### config.mk
export PLATFORM = sky130hd
export DESIGN_NAME = slg_wsum
export DESIGN_NICKNAME = d
export VERILOG_FILES = /design/src/sv/slg_pkg.sv /design/src/sv/slg_wsum.sv
export SDC_FILE = /design/constraint.sdc
export NUM_CORES = 1
export LEC_CHECK = 0
export BUFFER_PORTS_ARGS = -buffer_cell sky130_fd_sc_hd__buf_4
export CORE_UTILIZATION = 40
export CTS_BUF_LIST = sky130_fd_sc_hd__clkbuf_4
export DETAILED_ROUTE_END_ITERATION = 16
export GPL_ROUTABILITY_DRIVEN = 0
export HOLD_SLACK_MARGIN = 0.08
export SYNTH_ARGS = -nofsm -noshare
export SYNTH_HDL_FRONTEND = slang
export SYNTH_SLANG_ARGS = --single-unit
### constraint.sdc
create_clock -name clk_i -period 10.5 [get_ports clk_i]
set_clock_uncertainty 0.2 [all_clocks]
set_input_delay 1.05 -clock clk_i [delete_from_list [all_inputs] [get_ports clk_i]]
set_output_delay 1.05 -clock clk_i [all_outputs]
set_load 0.05 [all_outputs]
### src/sv/slg_pkg.sv
package slg_pkg;

  localparam int LIN_BITS = 16;               // fraction bits of linear light
  localparam int Q        = 31;               // fraction bits of the curve math
  localparam int LIN_W    = LIN_BITS + 1;     // holds 1.0 exactly
  localparam int W_W      = 13;               // luminance weight width
  localparam int SUM_W    = LIN_BITS + 14;    // weighted sum, scaled by 10000
  localparam int SH_W     = Q - LIN_BITS;     // alignment of the sum to 0.31
  localparam int YQ_W     = SUM_W + SH_W;     // width of compared luminance
  localparam int DEPTH    = 256;
  localparam int ADDR_W   = 8;
  localparam int N_STEP   = 8;                // binary search steps

  localparam logic [W_W-1:0] W_RED   = 13'd2126;
  localparam logic [W_W-1:0] W_GREEN = 13'd7152;
  localparam logic [W_W-1:0] W_BLUE  = 13'd722;

  typedef logic [63:0] u64_t;
  typedef logic [LIN_W-1:0] lin_tab_t [DEPTH];
  typedef logic [YQ_W-1:0]  thr_tab_t [DEPTH];

  typedef struct packed {
    logic [LIN_W-1:0] red;
    logic [LIN_W-1:0] green;
    logic [LIN_W-1:0] blue;
  } lin_t;

  // restoring long division, elaboration only
  function automatic u64_t udiv(u64_t n, u64_t d);
    u64_t rem;
    u64_t quo;
    rem = '0;
    quo = '0;
    for (int i = 63; i >= 0; i--) begin
      rem = {rem[62:0], n[i]};
      if (rem >= d) begin
        rem    = rem - d;
        quo[i] = 1'b1;
      end
    end
    return quo;
  endfunction

  function automatic u64_t qmul(u64_t a, u64_t b);
    return (a * b + (64'd1 << (Q - 1))) >> Q;
  endfunction

  function automatic u64_t qpow5(u64_t r);
    u64_t r2;
    u64_t r4;
    r2 = qmul(r, r);
    r4 = qmul(r2, r2);
    return qmul(r4, r);
  endfunction

  // (num/den)^2.4 in 0.31 as x^2 * fifth root of x^2
  function automatic u64_t qpow24(u64_t num, u64_t den);
    u64_t x;
    u64_t x2;
    u64_t r;
    u64_t t;
    x  = udiv((num << Q) + (den >> 1), den);
    x2 = qmul(x, x);
    r  = '0;
    for (int b = Q; b >= 0; b--) begin
      t = r | (64'd1 << b);
      if (t <= (64'd1 << Q) && qpow5(t) <= x2) begin
        r = t;
      end
    end
    return qmul(x2, r);
  endfunction

  function automatic lin_tab_t build_lin();
    lin_tab_t tab;
    u64_t     n;
    u64_t     v;
    for (int c = 0; c < DEPTH; c++) begin
      if (c <= 10) begin
        n      = (u64_t'(c) * 64'd25) << LIN_BITS;
        tab[c] = LIN_W'((n + 64'd41182) / 64'd82365);
      end else begin
        v      = qpow24(u64_t'(c) * 64'd1000 + 64'd14025, 64'd269025);
        tab[c] = LIN_W'((v + (64'd1 << (SH_W - 1))) >> SH_W);
      end
    end
    return tab;
  endfunction

  // decision levels scaled by the weight total of 10000
  function automatic thr_tab_t build_thr();
    thr_tab_t tab;
    u64_t     o;
    u64_t     thr;
    tab[0] = '0;
    for (int k = 1; k < DEPTH; k++) begin
      o = u64_t'(k) * 64'd2 - 64'd1;
      if (k <= 10) begin
        thr = (((o * 64'd25) << Q) + 64'd82365) / 64'd164730;
      end else begin
        thr = qpow24(o * 64'd1000 + 64'd28050, 64'd538050);
      end
      tab[k] = YQ_W'(thr * 64'd10000);
    end
    return tab;
  endfunction

  localparam lin_tab_t LIN_TAB = build_lin();
  localparam thr_tab_t THR_TAB = build_thr();

endpackage

### src/sv/slg_wsum.sv
module slg_wsum (
  input  logic                       clk_i,
  input  logic                       rst_ni,
  input  logic                       lin_valid_i,
  output logic                       lin_ready_o,
  input  slg_pkg::lin_t              lin_i,
  output logic                       sum_valid_o,
  input  logic                       sum_ready_i,
  output logic [slg_pkg::SUM_W-1:0]  sum_o
);

  logic [slg_pkg::SUM_W-1:0] pr_q, pg_q, pb_q;
  logic [slg_pkg::SUM_W-1:0] pr_d, pg_d, pb_d;
  logic [slg_pkg::SUM_W-1:0] sum_q, sum_d;
  logic                      p_valid_q, p_valid_d;
  logic                      s_valid_q, s_valid_d;
  logic                      p_rdy, s_rdy;

  assign s_rdy       = !s_valid_q || sum_ready_i;
  assign p_rdy       = !p_valid_q || s_rdy;
  assign lin_ready_o = p_rdy;

  assign pr_d = slg_pkg::SUM_W'(lin_i.red)   * slg_pkg::SUM_W'(slg_pkg::W_RED);
  assign pg_d = slg_pkg::SUM_W'(lin_i.green) * slg_pkg::SUM_W'(slg_pkg::W_GREEN);
  assign pb_d = slg_pkg::SUM_W'(lin_i.blue)  * slg_pkg::SUM_W'(slg_pkg::W_BLUE);
  // weights add to 10000, so the sum cannot exceed 10000 * 2^LIN_BITS
  assign sum_d = pr_q + pg_q + pb_q;

  assign p_valid_d = p_rdy ? lin_valid_i : p_valid_q;
  assign s_valid_d = s_rdy ? p_valid_q : s_valid_q;

  always_ff @(posedge clk_i or negedge rst_ni) begin
    if (!rst_ni) begin
      p_valid_q <= 1'b0;
      s_valid_q <= 1'b0;
    end else begin
      p_valid_q <= p_valid_d;
      s_valid_q <= s_valid_d;
    end
  end

  always_ff @(posedge clk_i) begin
    if (p_rdy) begin
      pr_q <= pr_d;
      pg_q <= pg_d;
      pb_q <= pb_d;
    end
    if (s_rdy) begin
      sum_q <= sum_d;
    end
  end

  assign sum_valid_o = s_valid_q;
  assign sum_o       = sum_q;

endmodule

==> impl_metrics.env <==
export IMPL_cp_start_kind="input pin"
export IMPL_grt_util_all_layers_pct=15.5
export IMPL_multi_input_area_mm2=0.00925
export IMPL_hold_viol=0
export IMPL_gr_total_overflow=0
export IMPL_core_mm2=0.0338
export IMPL_crit_path_max_fanout=6
export IMPL_drc=0
export IMPL_netlist_top_cells_count="inv_1, ha_1, fa_1, edfxtp_1, a21oi_1"
export IMPL_routedWlPerCell_um=13.8
export IMPL_critPathTopFamily="adder cells"
export IMPL_slew_limit_headroom_pct=31.9
export IMPL_synth_area_mm2=0.0138
export IMPL_clock_latency_ns=0.48
export IMPL_synth_most_common_cell="inv_1"
export IMPL_grt_pass1_wl_um=43900
export IMPL_dr_pass1_iters=4
export IMPL_syn_nets=1765
export IMPL_synthCells=1299
export IMPL_htreeDepth=3
export IMPL_fmax_mhz=177
export IMPL_initialDrtViolationCount=290
export IMPL_ys_seq_area_share_pct=24.0
export IMPL_synth_edf_count=109
export IMPL_path_cells="buf_4 -> fa_1 -> inv_1 -> fa_1 -> inv_1 -> ha_1 -> inv_1 -> fa_1 -> inv_1 -> fa_1 -> a21o_1 -> a21oi_1 -> o21a_1 -> o31ai_1 -> o41ai_1 -> o21bai_1 -> a21oi_1 -> o31ai_1 -> a21oi_1 -> xnor2_1"
export IMPL_arrival_ns=5.72
export IMPL_ctsResizeCount=0
export IMPL_n_fill_cell=3209
export IMPL_fp_dieW_um=188
export IMPL_rsz0062_at_grt="no"
export IMPL_final_seq_area_mm2=0.00332
export IMPL_cts_root_buf="clkbuf_4"
export IMPL_ys_async_sr_fraction_pct=1.80
export IMPL_hp_class="register to register"
export IMPL_worstSetupPathType="input pin to register"
export IMPL_io_pins=87
export IMPL_yosys_warnings=0
export IMPL_routed_via_density=4.81
export IMPL_hpwlAfterDp_um=22800
export IMPL_cts_tree="built"
export IMPL_synth_cell_types=52
export IMPL_crit_buf_inv=5
export IMPL_clk_pin_slew_worst_paths_ns=0.18
export IMPL_critPathMaxStageDelay_ns=0.56
export IMPL_cts_buffer_depth=2
export IMPL_post_cts_buffers=0
export IMPL_dieArea_mm2=0.0353
export IMPL_vias=8894
export IMPL_ys_flop_type="edfxtp_1"
export IMPL_synth_top_cell_area_share_pct=24.9
export IMPL_yosys_top_cells_area="fa_1, edfxtp_1, ha_1, inv_1, xnor2_1"
export IMPL_worstMarginPinSlew_ns=1.02
export IMPL_ant_nets=0
export IMPL_cts_sinks=111
export IMPL_grt_pass1_vias=9194
export IMPL_synth_area_per_cell_um2=10.6
export IMPL_finalCritPeriodShare_pct=53.9
export IMPL_nets=1862
export IMPL_std_cell_rows=67
export IMPL_cap_viol_max_count=0
export IMPL_antenna_found_initial=1
export IMPL_setup_tns_ns=0
export IMPL_fin_util_pct=44.9
export IMPL_required_ns=10.56
export IMPL_crit_path_end_kind="register"
export IMPL_setup_viol=0
export IMPL_start_util_pct=40.9
export IMPL_period_minus_slack_ns=5.66
export IMPL_numCtsBuffers=9
export IMPL_postCtsHoldBufs=1
export IMPL_yosys_area_top_type="fa_1"
export IMPL_area_delta_synth_final_pct=9.86
export IMPL_slowest_stage="fa_1"
export IMPL_drive_gt1_share_pct=8.21
export IMPL_outcome="complete, no violations"
export IMPL_port_buffer_count=85
export IMPL_grt_start_max_net_pins=82
export IMPL_ys_ff_latch=111
export IMPL_chipHeight_um=188
export IMPL_maxSlewViolCount=0
export IMPL_routed_wl_um=25600
registers in the layout, indices dropped and copies added, names as in the netlist:
signal and cells:
pb_q 26, sum_valid_o 1, pg_q 26, sum_o 29, pr_q 28, p_valid_q 1
per-stage QoR:
| step | std cells | worst slack (ns) | cell area [um2] | hold WS, ns |
|---|---|---|---|---|
| 2_1_floorplan | 1299 | 4.83 | 13800 | 0.235 |
| 3_3_place_gp | 1832 | 4.33 | 15000 | 0.247 |
| 3_5_place_dp | 1832 | 4.27 | 15000 | 0.263 |
| 4_1_cts | 1849 | 4.84 | 15200 | 0.305 |
| 5_1_grt | 1850 | 4.55 | 15200 | 0.342 |
| 6_report | 1850 | 4.84 | 15200 | 0.300 |
cells in the final DEF, fill, tap and decap left out, types with 2 or more instances in the layout:
cell type	netlist	routed
o21bai_1	4	4
or3_1	5	5
nand2b_1	9	9
nand3_1	12	12
edfxtp_1	109	109
a211oi_1	5	5
nor3_1	16	16
xor2_1	31	31
o21ai_0	32	32
xnor2_1	53	53
buf_4	1	87
and2_1	4	4
ha_1	239	239
o211ai_1	3	3
fa_1	172	172
dfrtp_1	2	2
a211o_1	2	2
inv_6	0	2
o31a_1	3	3
nand2_1	41	41
a21oi_1	66	66
a31oi_1	7	7
a221oi_1	2	2
or2_2	3	3
clkbuf_4	0	11
nor2_1	44	44
and3_1	8	8
a21o_1	38	38
a31o_2	3	3
nor3b_1	2	2
a21boi_0	2	2
o31ai_1	2	2
nand3b_1	2	2
clkinv_4	0	2
nor2b_1	10	10
nand4_1	3	3
o21a_1	14	14
a221o_1	3	3
inv_1	330	330
a21oi_2	2	2
path summary, 6_finish.rpt:
kind                            from          end  slack (ns)  cells after the start
max reg2reg                  pb_q[2]    sum_o[26]        6.50                     12
min in group asynchronous     rst_ni    p_valid_q        0.65                      2
min                        p_valid_q  sum_valid_o        0.30                      1
max                        lin_i[20]     pg_q[28]        4.84                     20
min reg2reg                p_valid_q  sum_valid_o        0.30                      1
max in group asynchronous     rst_ni  sum_valid_o        9.37                      2
final cells by class:
| cell class | count | area share [%] |
|---|---|---|
| diodes | 1 | 0.0165 |
| clock buffers | 11 | 0.544 |
| clock inverters | 5 | 0.428 |
| well taps | 448 | 3.69 |
| flip-flops and latches | 111 | 21.9 |
| multi-input cells | 856 | 60.9 |
| repair buffers | 88 | 4.37 |
| inverters | 330 | 8.16 |
cell families after synthesis:
family                     Yosys count  share of synthesized area [%]
buffers and inverters              332                           9.04
and+or+nand+nor                    162                           5.66
DFF                                111                           24.0
adders and majority gates          411                           46.5
xor gates and xnor gates            84                           5.32
AOI/OAI and AO/OA                  198                           9.36
other                                1                         0.0271
layer usage:
layer / GRT usage, % / vias to the layer above / part of all wire, %
met2: 27.2 / 101 / 50
met4: 2.38 / 0 / 0.87
met1: 20.8 / 4323 / 46
met5: 0 / - / 0
li1: - / 4455 / -
met3: 1.89 / 15 / 2.5
Power is left out: the tool's default activity adds up to more than one toggle a clock period on the data nets, which glitch-free logic cannot reach.
